### config.mk
export PLATFORM = sky130hd
export DESIGN_NAME = pmx_permutation_crossover_core
export DESIGN_NICKNAME = d
export VERILOG_FILES = /design/src/hw/rtl/pmx_pkg.sv /design/src/hw/rtl/pmx_ram.sv /design/src/hw/rtl/pmx_front.sv /design/src/hw/rtl/pmx_queue.sv /design/src/hw/rtl/pmx_back.sv /design/src/hw/rtl/pmx_permutation_crossover_core.sv
export SDC_FILE = /design/constraint.sdc
export NUM_CORES = 2
export LEC_CHECK = 0
export ABC_AREA = 1
export BUFFER_PORTS_ARGS = -buffer_cell sky130_fd_sc_hd__clkbuf_2
export CORE_ASPECT_RATIO = 1.75
export CORE_MARGIN = 5
export CORE_UTILIZATION = 54
export DETAILED_ROUTE_END_ITERATION = 10
export PLACE_DENSITY = 0.72
export REMOVE_ABC_BUFFERS = 1
export SLEW_MARGIN = 10
export SYNTH_ARGS = -nofsm -noshare
export SYNTH_HDL_FRONTEND = slang
export SYNTH_SLANG_ARGS = --single-unit
### constraint.sdc
create_clock -name clk -period 7.4 [get_ports clk]
set_clock_uncertainty 0.2 [all_clocks]
set_input_delay 0.37 -clock clk [delete_from_list [all_inputs] [get_ports clk]]
set_output_delay 0.37 -clock clk [all_outputs]
set_load 0.01 [all_outputs]
### src/hw/rtl/pmx_pkg.sv
`timescale 1ns / 1ps
`default_nettype none
// ----------------------------------------------------------------------------
// pmx_pkg
// Shared constants and types of the partially mapped crossover core.
// ----------------------------------------------------------------------------
package pmx_pkg;

    localparam int GENE_W        = 6;
    localparam int CFG_W         = 7;
    localparam int STORE_DEPTH   = 64;
    localparam int MAX_GENES_DEF = 64;
    localparam int MIN_GENES     = 2;
    localparam int QUEUE_DEPTH   = 2;

    localparam logic [CFG_W-1:0] GENES_RESET = 7'd50;

    typedef enum logic
    {
        OP_LOAD  = 1'b0,
        OP_CROSS = 1'b1
    } op_t;

    typedef struct packed
    {
        op_t               op;
        logic [GENE_W-1:0] pos;
        logic [GENE_W-1:0] gene_a;
        logic [GENE_W-1:0] gene_b;
        logic [GENE_W-1:0] lo;
        logic [GENE_W-1:0] hi;
        logic [CFG_W-1:0]  count;
    } cmd_t;

    typedef enum logic [2:0]
    {
        ST_IDLE,
        ST_SEG,
        ST_SEG_LAST,
        ST_READ,
        ST_PICK,
        ST_RESOLVE,
        ST_MAP,
        ST_EMIT
    } back_state_t;

endpackage
`default_nettype wire

### src/hw/rtl/pmx_ram.sv
`timescale 1ns / 1ps
`default_nettype none
// ----------------------------------------------------------------------------
// pmx_ram
// Generic memory, one write port and one read port with registered read.
// ----------------------------------------------------------------------------
module pmx_ram
#(
    parameter int WIDTH = 6,
    parameter int DEPTH = 64
)
(
    input  logic                     clk,
    input  logic                     we,
    input  logic [$clog2(DEPTH)-1:0] waddr,
    input  logic [WIDTH-1:0]         wdata,
    input  logic [$clog2(DEPTH)-1:0] raddr,
    output logic [WIDTH-1:0]         rdata
);

    logic [WIDTH-1:0] mem_reg [DEPTH];
    logic [WIDTH-1:0] rdata_reg;

    always_ff @(posedge clk)
    begin
        if (we)
        begin
            mem_reg[waddr] <= wdata;
        end
        rdata_reg <= mem_reg[raddr];
    end

    assign rdata = rdata_reg;

endmodule
`default_nettype wire

### src/hw/rtl/pmx_front.sv
`timescale 1ns / 1ps
`default_nettype none
// ----------------------------------------------------------------------------
// pmx_front
// Holds the gene count register, takes input transfers and turns them into
// commands: cut points ordered and clamped, out-of-range loads dropped.
// ----------------------------------------------------------------------------
module pmx_front
    import pmx_pkg::*;
#(
    parameter int MAX_GENES = MAX_GENES_DEF
)
(
    input  logic              clk,
    input  logic              rst_n,
    input  logic              cfg_valid,
    output logic              cfg_ready,
    input  logic [CFG_W-1:0]  genes_in_use,
    input  logic              in_valid,
    output logic              in_stall,
    input  logic              operation,
    input  logic [GENE_W-1:0] position,
    input  logic [GENE_W-1:0] gene_first,
    input  logic [GENE_W-1:0] gene_second,
    input  logic [GENE_W-1:0] cut_low,
    input  logic [GENE_W-1:0] cut_high,
    input  logic              queue_full,
    output logic              push,
    output cmd_t              push_cmd
);

    logic [CFG_W-1:0]  genes_reg;
    logic [CFG_W-1:0]  count;
    logic [CFG_W-1:0]  last_idx;
    logic [GENE_W-1:0] lo_ord;
    logic [GENE_W-1:0] hi_ord;
    logic [GENE_W-1:0] lo_clamp;
    logic [GENE_W-1:0] hi_clamp;
    logic              pos_ok;
    op_t               op;

    always_ff @(posedge clk or negedge rst_n)
    begin
        if (!rst_n)
        begin
            genes_reg <= GENES_RESET;
        end
        else if (cfg_valid)
        begin
            genes_reg <= genes_in_use;
        end
    end

    assign cfg_ready = 1'b1;

    always_comb
    begin
        if (genes_reg < CFG_W'(MIN_GENES))
        begin
            count = CFG_W'(MIN_GENES);
        end
        else if (genes_reg > CFG_W'(MAX_GENES))
        begin
            count = CFG_W'(MAX_GENES);
        end
        else
        begin
            count = genes_reg;
        end
    end

    assign last_idx = count - CFG_W'(1);
    assign lo_ord   = (cut_low > cut_high) ? cut_high : cut_low;
    assign hi_ord   = (cut_low > cut_high) ? cut_low : cut_high;
    assign lo_clamp = ({1'b0, lo_ord} > last_idx) ? last_idx[GENE_W-1:0] : lo_ord;
    assign hi_clamp = ({1'b0, hi_ord} > last_idx) ? last_idx[GENE_W-1:0] : hi_ord;
    assign pos_ok   = ({1'b0, position} < CFG_W'(MAX_GENES));
    assign op       = op_t'(operation);

    assign in_stall = queue_full;
    assign push     = in_valid && !queue_full && ((op == OP_CROSS) || pos_ok);

    always_comb
    begin
        push_cmd.op     = op;
        push_cmd.pos    = position;
        push_cmd.gene_a = gene_first;
        push_cmd.gene_b = gene_second;
        push_cmd.lo     = lo_clamp;
        push_cmd.hi     = hi_clamp;
        push_cmd.count  = count;
    end

endmodule
`default_nettype wire

### src/hw/rtl/pmx_queue.sv
`timescale 1ns / 1ps
`default_nettype none
// ----------------------------------------------------------------------------
// pmx_queue
// Short command queue between the front and the back.
// ----------------------------------------------------------------------------
module pmx_queue
    import pmx_pkg::*;
(
    input  logic clk,
    input  logic rst_n,
    input  logic push,
    input  cmd_t push_cmd,
    output logic full,
    input  logic pop,
    output logic head_valid,
    output cmd_t head
);

    localparam int PW = (QUEUE_DEPTH > 1) ? $clog2(QUEUE_DEPTH) : 1;
    localparam int CW = $clog2(QUEUE_DEPTH + 1);

    cmd_t          entries_reg [QUEUE_DEPTH];
    logic [PW-1:0] wr_ptr_reg;
    logic [PW-1:0] rd_ptr_reg;
    logic [CW-1:0] count_reg;
    logic [PW-1:0] wr_ptr_next;
    logic [PW-1:0] rd_ptr_next;

    assign wr_ptr_next = (wr_ptr_reg == PW'(QUEUE_DEPTH - 1)) ? '0 : wr_ptr_reg + PW'(1);
    assign rd_ptr_next = (rd_ptr_reg == PW'(QUEUE_DEPTH - 1)) ? '0 : rd_ptr_reg + PW'(1);

    always_ff @(posedge clk or negedge rst_n)
    begin
        if (!rst_n)
        begin
            wr_ptr_reg <= '0;
            rd_ptr_reg <= '0;
            count_reg  <= '0;
        end
        else
        begin
            if (push)
            begin
                wr_ptr_reg <= wr_ptr_next;
            end
            if (pop)
            begin
                rd_ptr_reg <= rd_ptr_next;
            end
            if (push && !pop)
            begin
                count_reg <= count_reg + CW'(1);
            end
            else if (pop && !push)
            begin
                count_reg <= count_reg - CW'(1);
            end
        end
    end

    always_ff @(posedge clk)
    begin
        if (push)
        begin
            entries_reg[wr_ptr_reg] <= push_cmd;
        end
    end

    assign full       = (count_reg == CW'(QUEUE_DEPTH));
    assign head_valid = (count_reg != '0);
    assign head       = entries_reg[rd_ptr_reg];

endmodule
`default_nettype wire

### src/hw/rtl/pmx_back.sv
`timescale 1ns / 1ps
`default_nettype none
// ----------------------------------------------------------------------------
// pmx_back
// Carries out queued commands: parent loads, segment mapping, duplicate
// resolution by walking the mapping, and gene-by-gene output of both children.
// ----------------------------------------------------------------------------
module pmx_back
    import pmx_pkg::*;
#(
    parameter int MAX_GENES = MAX_GENES_DEF
)
(
    input  logic              clk,
    input  logic              rst_n,
    input  logic              head_valid,
    input  cmd_t              head,
    output logic              pop,
    output logic              out_valid,
    input  logic              out_stall,
    output logic [GENE_W-1:0] out_position,
    output logic [GENE_W-1:0] child_first,
    output logic [GENE_W-1:0] child_second,
    output logic              last
);

    localparam int AW = $clog2(MAX_GENES);
    localparam int MW = $clog2(STORE_DEPTH);

    back_state_t       state_reg;
    back_state_t       state_next;
    logic [GENE_W-1:0] k_reg;
    logic [GENE_W-1:0] v1_reg;
    logic [GENE_W-1:0] v2_reg;
    logic [CFG_W-1:0]  steps1_reg;
    logic [CFG_W-1:0]  steps2_reg;
    logic              need1_reg;
    logic              need2_reg;
    logic              seg_pend_reg;
    logic [STORE_DEPTH-1:0] seg1_reg;
    logic [STORE_DEPTH-1:0] seg2_reg;
    logic              out_valid_reg;
    logic [GENE_W-1:0] out_position_reg;
    logic [GENE_W-1:0] child_first_reg;
    logic [GENE_W-1:0] child_second_reg;
    logic              last_reg;

    logic              par_we;
    logic [AW-1:0]     par_waddr;
    logic [AW-1:0]     par_raddr;
    logic [GENE_W-1:0] par1_rdata;
    logic [GENE_W-1:0] par2_rdata;
    logic [GENE_W-1:0] map1_rdata;
    logic [GENE_W-1:0] map2_rdata;

    logic              need1;
    logic              need2;
    logic              emit;
    logic              last_gene;
    logic              in_seg;
    logic [CFG_W-1:0]  seg_len;

    assign need1     = (steps1_reg != '0) && seg1_reg[v1_reg];
    assign need2     = (steps2_reg != '0) && seg2_reg[v2_reg];
    assign last_gene = ({1'b0, k_reg} == (head.count - CFG_W'(1)));
    assign in_seg    = (k_reg >= head.lo) && (k_reg <= head.hi);
    assign seg_len   = CFG_W'(head.hi) - CFG_W'(head.lo) + CFG_W'(1);

    // parent and mapping stores
    pmx_ram #(.WIDTH(GENE_W), .DEPTH(MAX_GENES)) u_par1 (
        .clk   (clk),
        .we    (par_we),
        .waddr (par_waddr),
        .wdata (head.gene_a),
        .raddr (par_raddr),
        .rdata (par1_rdata)
    );

    pmx_ram #(.WIDTH(GENE_W), .DEPTH(MAX_GENES)) u_par2 (
        .clk   (clk),
        .we    (par_we),
        .waddr (par_waddr),
        .wdata (head.gene_b),
        .raddr (par_raddr),
        .rdata (par2_rdata)
    );

    pmx_ram #(.WIDTH(GENE_W), .DEPTH(STORE_DEPTH)) u_map12 (
        .clk   (clk),
        .we    (seg_pend_reg),
        .waddr (par1_rdata[MW-1:0]),
        .wdata (par2_rdata),
        .raddr (v1_reg[MW-1:0]),
        .rdata (map1_rdata)
    );

    pmx_ram #(.WIDTH(GENE_W), .DEPTH(STORE_DEPTH)) u_map21 (
        .clk   (clk),
        .we    (seg_pend_reg),
        .waddr (par2_rdata[MW-1:0]),
        .wdata (par1_rdata),
        .raddr (v2_reg[MW-1:0]),
        .rdata (map2_rdata)
    );

    // next state
    always_comb
    begin
        state_next = state_reg;
        case (state_reg)
            ST_IDLE:
            begin
                if (head_valid && (head.op == OP_CROSS))
                begin
                    state_next = ST_SEG;
                end
            end
            ST_SEG:
            begin
                if (k_reg == head.hi)
                begin
                    state_next = ST_SEG_LAST;
                end
            end
            ST_SEG_LAST:
            begin
                state_next = ST_READ;
            end
            ST_READ:
            begin
                state_next = ST_PICK;
            end
            ST_PICK:
            begin
                state_next = ST_RESOLVE;
            end
            ST_RESOLVE:
            begin
                state_next = (need1 || need2) ? ST_MAP : ST_EMIT;
            end
            ST_MAP:
            begin
                state_next = ST_RESOLVE;
            end
            ST_EMIT:
            begin
                if (emit)
                begin
                    state_next = last_gene ? ST_IDLE : ST_READ;
                end
            end
            default:
            begin
                state_next = ST_IDLE;
            end
        endcase
    end

    // outputs of the sequencer
    always_comb
    begin
        par_we    = 1'b0;
        par_waddr = head.pos[AW-1:0];
        par_raddr = k_reg[AW-1:0];
        pop       = 1'b0;
        emit      = 1'b0;
        case (state_reg)
            ST_IDLE:
            begin
                if (head_valid && (head.op == OP_LOAD))
                begin
                    par_we = 1'b1;
                    pop    = 1'b1;
                end
            end
            ST_EMIT:
            begin
                emit = !out_valid_reg || !out_stall;
                pop  = emit && last_gene;
            end
            default:
            begin
                par_we = 1'b0;
            end
        endcase
    end

    always_ff @(posedge clk or negedge rst_n)
    begin
        if (!rst_n)
        begin
            state_reg     <= ST_IDLE;
            seg_pend_reg  <= 1'b0;
            out_valid_reg <= 1'b0;
        end
        else
        begin
            state_reg    <= state_next;
            seg_pend_reg <= (state_reg == ST_SEG);
            if (emit)
            begin
                out_valid_reg <= 1'b1;
            end
            else if (!out_stall)
            begin
                out_valid_reg <= 1'b0;
            end
        end
    end

    always_ff @(posedge clk)
    begin
        if (seg_pend_reg)
        begin
            seg1_reg[par1_rdata[MW-1:0]] <= 1'b1;
            seg2_reg[par2_rdata[MW-1:0]] <= 1'b1;
        end
        case (state_reg)
            ST_IDLE:
            begin
                k_reg    <= head.lo;
                seg1_reg <= '0;
                seg2_reg <= '0;
            end
            ST_SEG:
            begin
                k_reg <= k_reg + GENE_W'(1);
            end
            ST_SEG_LAST:
            begin
                k_reg <= '0;
            end
            ST_PICK:
            begin
                v1_reg     <= in_seg ? par1_rdata : par2_rdata;
                v2_reg     <= in_seg ? par2_rdata : par1_rdata;
                steps1_reg <= in_seg ? '0 : seg_len;
                steps2_reg <= in_seg ? '0 : seg_len;
            end
            ST_RESOLVE:
            begin
                need1_reg <= need1;
                need2_reg <= need2;
            end
            ST_MAP:
            begin
                if (need1_reg)
                begin
                    v1_reg     <= map1_rdata;
                    steps1_reg <= steps1_reg - CFG_W'(1);
                end
                if (need2_reg)
                begin
                    v2_reg     <= map2_rdata;
                    steps2_reg <= steps2_reg - CFG_W'(1);
                end
            end
            ST_EMIT:
            begin
                if (emit)
                begin
                    k_reg            <= k_reg + GENE_W'(1);
                    out_position_reg <= k_reg;
                    child_first_reg  <= v1_reg;
                    child_second_reg <= v2_reg;
                    last_reg         <= last_gene;
                end
            end
            default:
            begin
                k_reg <= k_reg;
            end
        endcase
    end

    assign out_valid    = out_valid_reg;
    assign out_position = out_position_reg;
    assign child_first  = child_first_reg;
    assign child_second = child_second_reg;
    assign last         = last_reg;

endmodule
`default_nettype wire

### src/hw/rtl/pmx_permutation_crossover_core.sv
`timescale 1ns / 1ps
`default_nettype none
// Load transfer: loads may follow one another every cycle while in_stall is low.
// Cross transfer: ST_SEG and ST_SEG_LAST build the segment mapping, then each gene passes ST_READ,
// ST_PICK, ST_RESOLVE, one ST_MAP and ST_RESOLVE pair per step of the longer duplicate walk, and ST_EMIT.
// Every step of the walk is one registered read of the mapping store.
// Reset: gene count 50, command queue and output empty; stores keep content.
// ----------------------------------------------------------------------------
// pmx_permutation_crossover_core
// Partially mapped crossover of two permutation chromosomes.
// ----------------------------------------------------------------------------
module pmx_permutation_crossover_core
    import pmx_pkg::*;
#(
    parameter int MAX_GENES = MAX_GENES_DEF
)
(
    input  logic              clk,
    input  logic              rst_n,
    input  logic              cfg_valid,
    output logic              cfg_ready,
    input  logic [CFG_W-1:0]  genes_in_use,
    input  logic              in_valid,
    output logic              in_stall,
    input  logic              operation,
    input  logic [GENE_W-1:0] position,
    input  logic [GENE_W-1:0] gene_first,
    input  logic [GENE_W-1:0] gene_second,
    input  logic [GENE_W-1:0] cut_low,
    input  logic [GENE_W-1:0] cut_high,
    output logic              out_valid,
    input  logic              out_stall,
    output logic [GENE_W-1:0] out_position,
    output logic [GENE_W-1:0] child_first,
    output logic [GENE_W-1:0] child_second,
    output logic              last
);

    logic push;
    cmd_t push_cmd;
    logic queue_full;
    logic pop;
    logic head_valid;
    cmd_t head;

    pmx_front #(.MAX_GENES(MAX_GENES)) u_front (
        .clk          (clk),
        .rst_n        (rst_n),
        .cfg_valid    (cfg_valid),
        .cfg_ready    (cfg_ready),
        .genes_in_use (genes_in_use),
        .in_valid     (in_valid),
        .in_stall     (in_stall),
        .operation    (operation),
        .position     (position),
        .gene_first   (gene_first),
        .gene_second  (gene_second),
        .cut_low      (cut_low),
        .cut_high     (cut_high),
        .queue_full   (queue_full),
        .push         (push),
        .push_cmd     (push_cmd)
    );

    pmx_queue u_queue (
        .clk        (clk),
        .rst_n      (rst_n),
        .push       (push),
        .push_cmd   (push_cmd),
        .full       (queue_full),
        .pop        (pop),
        .head_valid (head_valid),
        .head       (head)
    );

    pmx_back #(.MAX_GENES(MAX_GENES)) u_back (
        .clk          (clk),
        .rst_n        (rst_n),
        .head_valid   (head_valid),
        .head         (head),
        .pop          (pop),
        .out_valid    (out_valid),
        .out_stall    (out_stall),
        .out_position (out_position),
        .child_first  (child_first),
        .child_second (child_second),
        .last         (last)
    );

endmodule
`default_nettype wire

# Word level (Yosys, flattened, before mapping)
# Memories as Yosys holds them, arrays and structs flattened. A register that Yosys moved wholly into a read port is not among the register bits.
# Index checks and enable logic that the tools add are counted.
totals:
  mem_bits_ro: 0
  n_memories: 5
  reg_bits: 197
  wordCells: 148
  inputBits: 43
  latch_bits: 0
  mem_bits_rw: 1612
memory_table:
  columns: ["name", "words", "word_bits", "read_ports", "rd_clocked_by_memory_dff", "wr", "line", "text"]
  rows:
  - ["u_back.u_map12.mem_reg", 64, 6, 1, 1, 1, "pmx_ram.sv:21", "logic [WIDTH-1:0] mem_reg [DEPTH];"]
  - ["u_back.u_map21.mem_reg", 64, 6, 1, 1, 1, "pmx_ram.sv:21", null]
  - ["u_back.u_par1.mem_reg", 64, 6, 1, 1, 1, "pmx_ram.sv:21", null]
  - ["u_back.u_par2.mem_reg", 64, 6, 1, 1, 1, "pmx_ram.sv:21", null]
  - ["u_queue.entries_reg", 2, 38, 1, 0, 1, "pmx_queue.sv:23", "cmd_t entries_reg [QUEUE_DEPTH];"]
classes:
  add_sub_neg: 11
  n_bitwise: 3
  n_div: 0
  n_shift: 0
  mux: 49
  mul: 0
  magnitude_cmp: 13
  n_eq_ne: 16
  n_reduce_logical: 31
ops:
  columns: ["cell", "count"]
  rows:
  - ["bitwise OR 64 bit", 2]
  - ["two-way mux 6 bit", 9]
  - ["two-way mux 7 bit", 5]
  - ["< comparator 6 x 7 -> 1 bit (second input constant)", 4]
  - ["one-hot mux 7 bit (2 select lines)", 2]
  - ["subtractor 7 x 1 -> 7 bit (second input constant)", 4]
  - ["one-hot mux 6 bit (2 select lines)", 2]
  - ["one-hot mux 6 bit (4 select lines)", 1]
  - ["one-hot mux 3 bit (7 select lines)", 1]
  - ["two-way mux 1 bit", 18]
  - ["greater-than comparator 6 x 7 -> 1 bit", 2]
  - ["nonzero test 7 bit", 2]
  - ["binary-select mux 1 bit (select 6 bit)", 2]
  - ["demux 1 bit (select 6 bit)", 2]
  - ["equality test 3 bit (second input constant)", 4]
  - [">= comparator 6 x 1 -> 1 bit (second input constant)", 2]
  - ["inequality test 2 x 1 -> 1 bit (second input constant)", 6]
  - ["logical AND 1 bit", 11]
  - ["two-way mux 3 bit", 3]
  - ["AND reduction 2 bit", 4]
  - ["adder 7 x 1 -> 7 bit (second input constant)", 1]
  - ["equality test 6 x 7 -> 1 bit", 1]
  - ["greater-than comparator 7 bit (second input constant)", 1]
  - ["< comparator 7 x 2 -> 1 bit (second input constant)", 1]
  - ["other kinds (22)", 33]

# Logic depth before layout (Yosys ltp)
# An unclocked memory read counts as a cell.
logic_depth:
  word_depth: 8
  ltp_mapped: 23

# Cells and area by module
# From an unflattened synthesis, not the netlist that was laid out.
unflattened:
  hier_cells: 7016
  hier_area_um2: 77071.4
modules_own_cells:
  columns: ["mod", "cells_per_inst", "area_each_um2", "instances"]
  rows:
  - ["pmx_ram", 1376, 15930.3, 4]
  - ["pmx_back", 1144, 8962.3, 1]
  - ["pmx_queue", 143, 2995.4, 1]
  - ["pmx_front", 225, 1392.6, 1]

# Worst setup path after synthesis
# OpenSTA, ideal clock, no wires.
synth_path:
  path_type: "register to register"
  from: "reg u_queue.rd_ptr_reg"
  to: "reg u_back.steps1_reg[5] (data pin)"
  setup_ns: 0.255
  t_arrival_ns: 2.714
  required_time_ns: 6.945
  path_stages_with_launch: 18
  synth_period_minus_slack_ns: 3.169
  path_slack_ns: 4.231
  path_cell_list: "dfrtp_1 -> buf_6 -> buf_12 -> buf_2 -> buf_2 -> buf_1 -> nand2_1 -> nand2_1 -> ha_1 -> ha_1 -> fa_1 -> nand2_1 -> inv_1 -> o21ai_0 -> nand2_1 -> xor2_1 -> nand3_1 -> nand2_1"
synth_via:
  elab_chain_len: 5
  elab_cells_between_ends: 8
synth_rtl:
  columns: ["element", "line", "text"]
  rows:
  - ["start, declared", "pmx_queue.sv:25", "logic [PW-1:0] rd_ptr_reg;"]
  - ["start signal, assigned", "pmx_queue.sv:49", "rd_ptr_reg <= rd_ptr_next;"]
  - ["memory read (2 x 38 bit) *", null, null]
  - ["subtractor 6 x 6 -> 7 bit (tied with other cells)", "pmx_back.sv:67", "assign seg_len = CFG_W'(head.hi) - CFG_W'(head.lo) + CFG_W'(1);"]
  - ["adder 7 x 1 -> 7 bit or logical AND 1 bit (tied branches)", "pmx_back.sv:67, pmx_back.sv:66", null]
  - ["two-way mux 7 bit *", "pmx_back.sv:237", "steps1_reg <= in_seg ? '0 : seg_len;"]
  - ["one-hot mux 7 bit (2 select lines) *", "pmx_back.sv:218", "case (state_reg)"]
  - ["end signal, assigned", "pmx_back.sv:237", null]
  - ["end signal, assigned", "pmx_back.sv:250", "steps1_reg <= steps1_reg - CFG_W'(1);"]
  - ["end, declared", "pmx_back.sv:35", "logic [CFG_W-1:0] steps1_reg;"]
# Every way passes the cells marked *; elsewhere a longest branch is shown, timed or not.
# A chain may end at the register's enable or synchronous reset.

# Final worst setup path
layout_path:
  from: "reg u_queue.rd_ptr_reg"
  to: "mem u_back.u_par1.mem_reg[46][0] (enable)"
layout_via:
  elab_chain_len: 7
layout_rtl:
  columns: ["element", "line", "text"]
  rows:
  - ["memory read (2 x 38 bit) *", null, null]
  - ["NOT 1 bit", "pmx_back.sv:170", "if (head_valid && (head.op == OP_LOAD))"]
  - ["logical AND 1 bit", "pmx_back.sv:170", null]
  - ["two-way mux 1 bit", "pmx_back.sv:170", null]
  - ["two-way mux 1 bit", "pmx_back.sv:167", "case (state_reg)"]
  - ["two-way mux 1 bit", "pmx_ram.sv:26", "if (we)"]
  - ["two-way mux 1 bit (not written as such)", "pmx_ram.sv:28", "mem_reg[waddr] <= wdata;"]
  - ["end, declared", "pmx_ram.sv:21", null]
# Marked as above.

==> flow_metrics.tcl <==
set metrics [dict create \
    status "finished, final reports clean" \
    synthSimpleGateAreaFrac_pct 11.1 \
    grt_max_degree 205 \
    end_kind "flop" \
    htreeDepth 4 \
    synthTopCellsByArea "edfxtp_1, nor2_1, o21ai_0, dfxtp_1, o22ai_1" \
    rr_startpoint "u_queue.rd_ptr_reg" \
    comb_power_share_pct 36.2 \
    seqPwrFrac_pct 39.4 \
    io_buffers 63 \
    power.leakage_nw 26.9 \
    hold_class "in2reg" \
    drive_gt1_share_pct 7.81 \
    start_util_pct 54.3 \
    synth_top_area_share_pct 67.7 \
    start_kind "flop" \
    ys_seq_area_share_pct 72.3 \
    hold_start "cut_low[4]" \
    synth_common_cells "edfxtp_1, nor2_1, o21ai_0, nand2_1, o22ai_1" \
    syn-cell-area_sq_mm 0.0739 \
    synth_cell_types 51 \
    insertion_delay_ps 810 \
    final_hold_viol_count 0 \
    slew-limit-headroom_pct 20.2 \
    p_clk_share_pct 24.5 \
    setup_violations 0 \
    clk_pin_slew_ps 70 \
    cts-root-buf "clkbuf_16" \
    synth_largest_area_cell "edfxtp_1" \
    cts_buffers 158 \
    regArea_sq_mm 0.0535 \
    power_switching_mw 13.6 \
    multi_input_area_sq_mm 0.0182 \
    antenna_found_initial 2 \
    cts_tree "built" \
    cp_slowest_stage_delay_ps 1130 \
    switching_share_pct 39.2 \
    grt_pass1_wl_mm 289 \
    drv_slew 0 \
    tightest_slew_ps 1200 \
    synthCells 6120 \
    crit_type "reg2reg" \
    place_congestion 0.901 \
    grt_pass1_vias 47300 \
    areaGrowthSynthToFinish_pct 10.2 \
    worst-path-buf-inv 2 \
    startpoint "u_queue.rd_ptr_reg" \
    rows 179 \
    synth-seq-cells 1833 \
    wl_mm 197 \
    clock_sinks 1833 \
    pre_cts_slack_ps 2690 \
    max_freq_ghz 0.214 \
    synth-compound-area-share_pct 12.0 \
    avgViaCountPerCell 6.10 \
    worstPathArrival_ps 4890 \
    die-area_sq_mm 0.145 \
    synth_top_family_by_area "compound AO/OA/AOI/OAI gates" \
    synth-main-ff-cell "edfxtp_1" \
    track_usage_pct 26.6 \
    synth_fa_ha_area_share_pct 0.772 \
    drc_errors 0 \
    overflow 0 \
    synth_edf_count 1665 \
    min_period_ps 4670 \
    firstDrtPassIters 6 \
    num_vias 49000 \
    critPathMaxFanout 44 \
    yosys_warnings 0 \
    synth_most_common_cell "edfxtp_1" \
    clock_path_buffers 3 \
    async_flop_share_pct 0.873 \
    final.fill_count 10600 \
    cp.required_ps 7620 \
    dieHeight_microns 499 \
    drv_cap 0 \
    dr.first_iter.drc_count 5474 \
    die_w_microns 290 \
    critPathSlowestCell "nor2_1" \
    crit_family "simple AND/OR/NAND/NOR gates" \
    crit_chain "inv_2 > nand2_1 > nand2_1 > nor2_1 > inv_1 > nor2_4 > nand4_2 > nor2_1" \
    synth-xor-area-share_pct 0.246 \
    synthMuxAreaShare_pct 0.247 \
    p_per_area_mw_per_mm2 427 \
    setup_slack_ps 2730 \
    fin_tns_setup_ps 0 \
    antenna_left 0 \
    intPower_mw 21.1 \
    min_period_over_period_pct 63.1 \
    avgRoutedWirePerCell_microns 24.5 \
    core_area_sq_mm 0.136 \
    avgSynthCellArea_sq_um 12.1 \
    ir_drop_uv 478 \
    dp_hpwl_mm 117 \
    finalNetCount 6178 \
    rsz0062_at_grt "false" \
    pin_count 65 \
]
[routing by layer]
metal,global-route usage [%],share of wire (%)
met3,3.83,7.0
met4,16.4,7.5
met5,0,0
met1,30.0,34
met2,47.4,52
[cells by family after synthesis]
family	count (synthesis)
xor+xnor	19
fa+ha+maj	45
flops	1833
buf+inv	552
compound gates	1576
simple gates	2076
other cells	1
mux	18
[power by group through the flow]
| stage | Combinational [mW] | Clock (mW) | Sequential [mW] |
|---|---|---|---|
| after global placement | 12.2 | 0 | 13.9 |
| after detailed placement | 12.4 | 0 | 13.9 |
| after CTS | 12.4 | 8.57 | 13.7 |
| after global routing | 13.5 | 9.02 | 13.7 |
| after floorplan | 6.35 | 0 | 14.9 |
| final | 12.6 | 8.50 | 13.7 |
[path summary, 6_finish.rpt]
kind                            depth (start not counted)  slack (ps)                           end
worst max-delay path                                    8        2730  u_back.u_par1.mem_reg[46][0]
worst min-delay path                                    7          70    u_queue.entries_reg[1][17]
worst max register to register                          8        2730  u_back.u_par1.mem_reg[46][0]
worst min register to register                          2         270           u_back.seg1_reg[31]
max in group asynchronous                               4        5290            u_queue.rd_ptr_reg
min in group asynchronous                               3         470          u_front.genes_reg[5]
[through the flow]
step | total power [mW] | hold WS (ps) | std cells | utilization (%) | cell area (sq um)
after floorplan | 21.3 | -126 | 5733 | - | 72100
after global placement | 26.0 | 134 | 7681 | 55.5 | 75500
after detailed placement | 26.3 | 148 | 7681 | 55.5 | 75500
after CTS | 34.7 | 36.3 | 8035 | 59.9 | 81400
after global routing | 36.3 | 84.5 | 8036 | 59.9 | 81400
final | 34.8 | 74.6 | 8036 | 59.9 | 81400
[placed cells by master (no fill, tap or decap), types with 19 or more instances in the layout]
cell / instances
edfxtp_1: 1665
nor2_1: 1432
o21ai_0: 973
o22ai_1: 390
nand2_1: 378
nand3_1: 169
clkbuf_16: 160
inv_1: 149
dfxtp_1: 140
o211ai_1: 85
buf_4: 71
clkbuf_2: 63
dlygate4sd3_1: 59
o221ai_1: 53
ha_1: 44
clkinv_2: 31
clkbuf_1: 30
or2_2: 26
o21ai_1: 24
nor3_1: 24
clkinv_1: 23
a21oi_1: 19
[area by class of cell]
cell class,instances,share of cell area (%)
Sequential cell,1833,65.7
Multi-Input combinational cell,3735,22.3
Clock buffer,203,5.28
Tap cell,1810,2.78
Timing Repair Buffer,197,1.87
Clock inverter,92,1.27
Inverter,165,0.793
Antenna cell,1,0.00307
[worst min-delay path, delay by kind of cell]
kind / cells / cell delay, ps
buf+inv: 3 / 240
simple gates: 3 / 200
compound gates: 1 / 110
[timing repair]
action,CTS,global route
resized for setup,0,0
hold endpoints to repair,86,0
setup buffers,0,0
hold buffers,59,0
setup endpoints to repair,0,0
(Power assumes the default switching activity.)
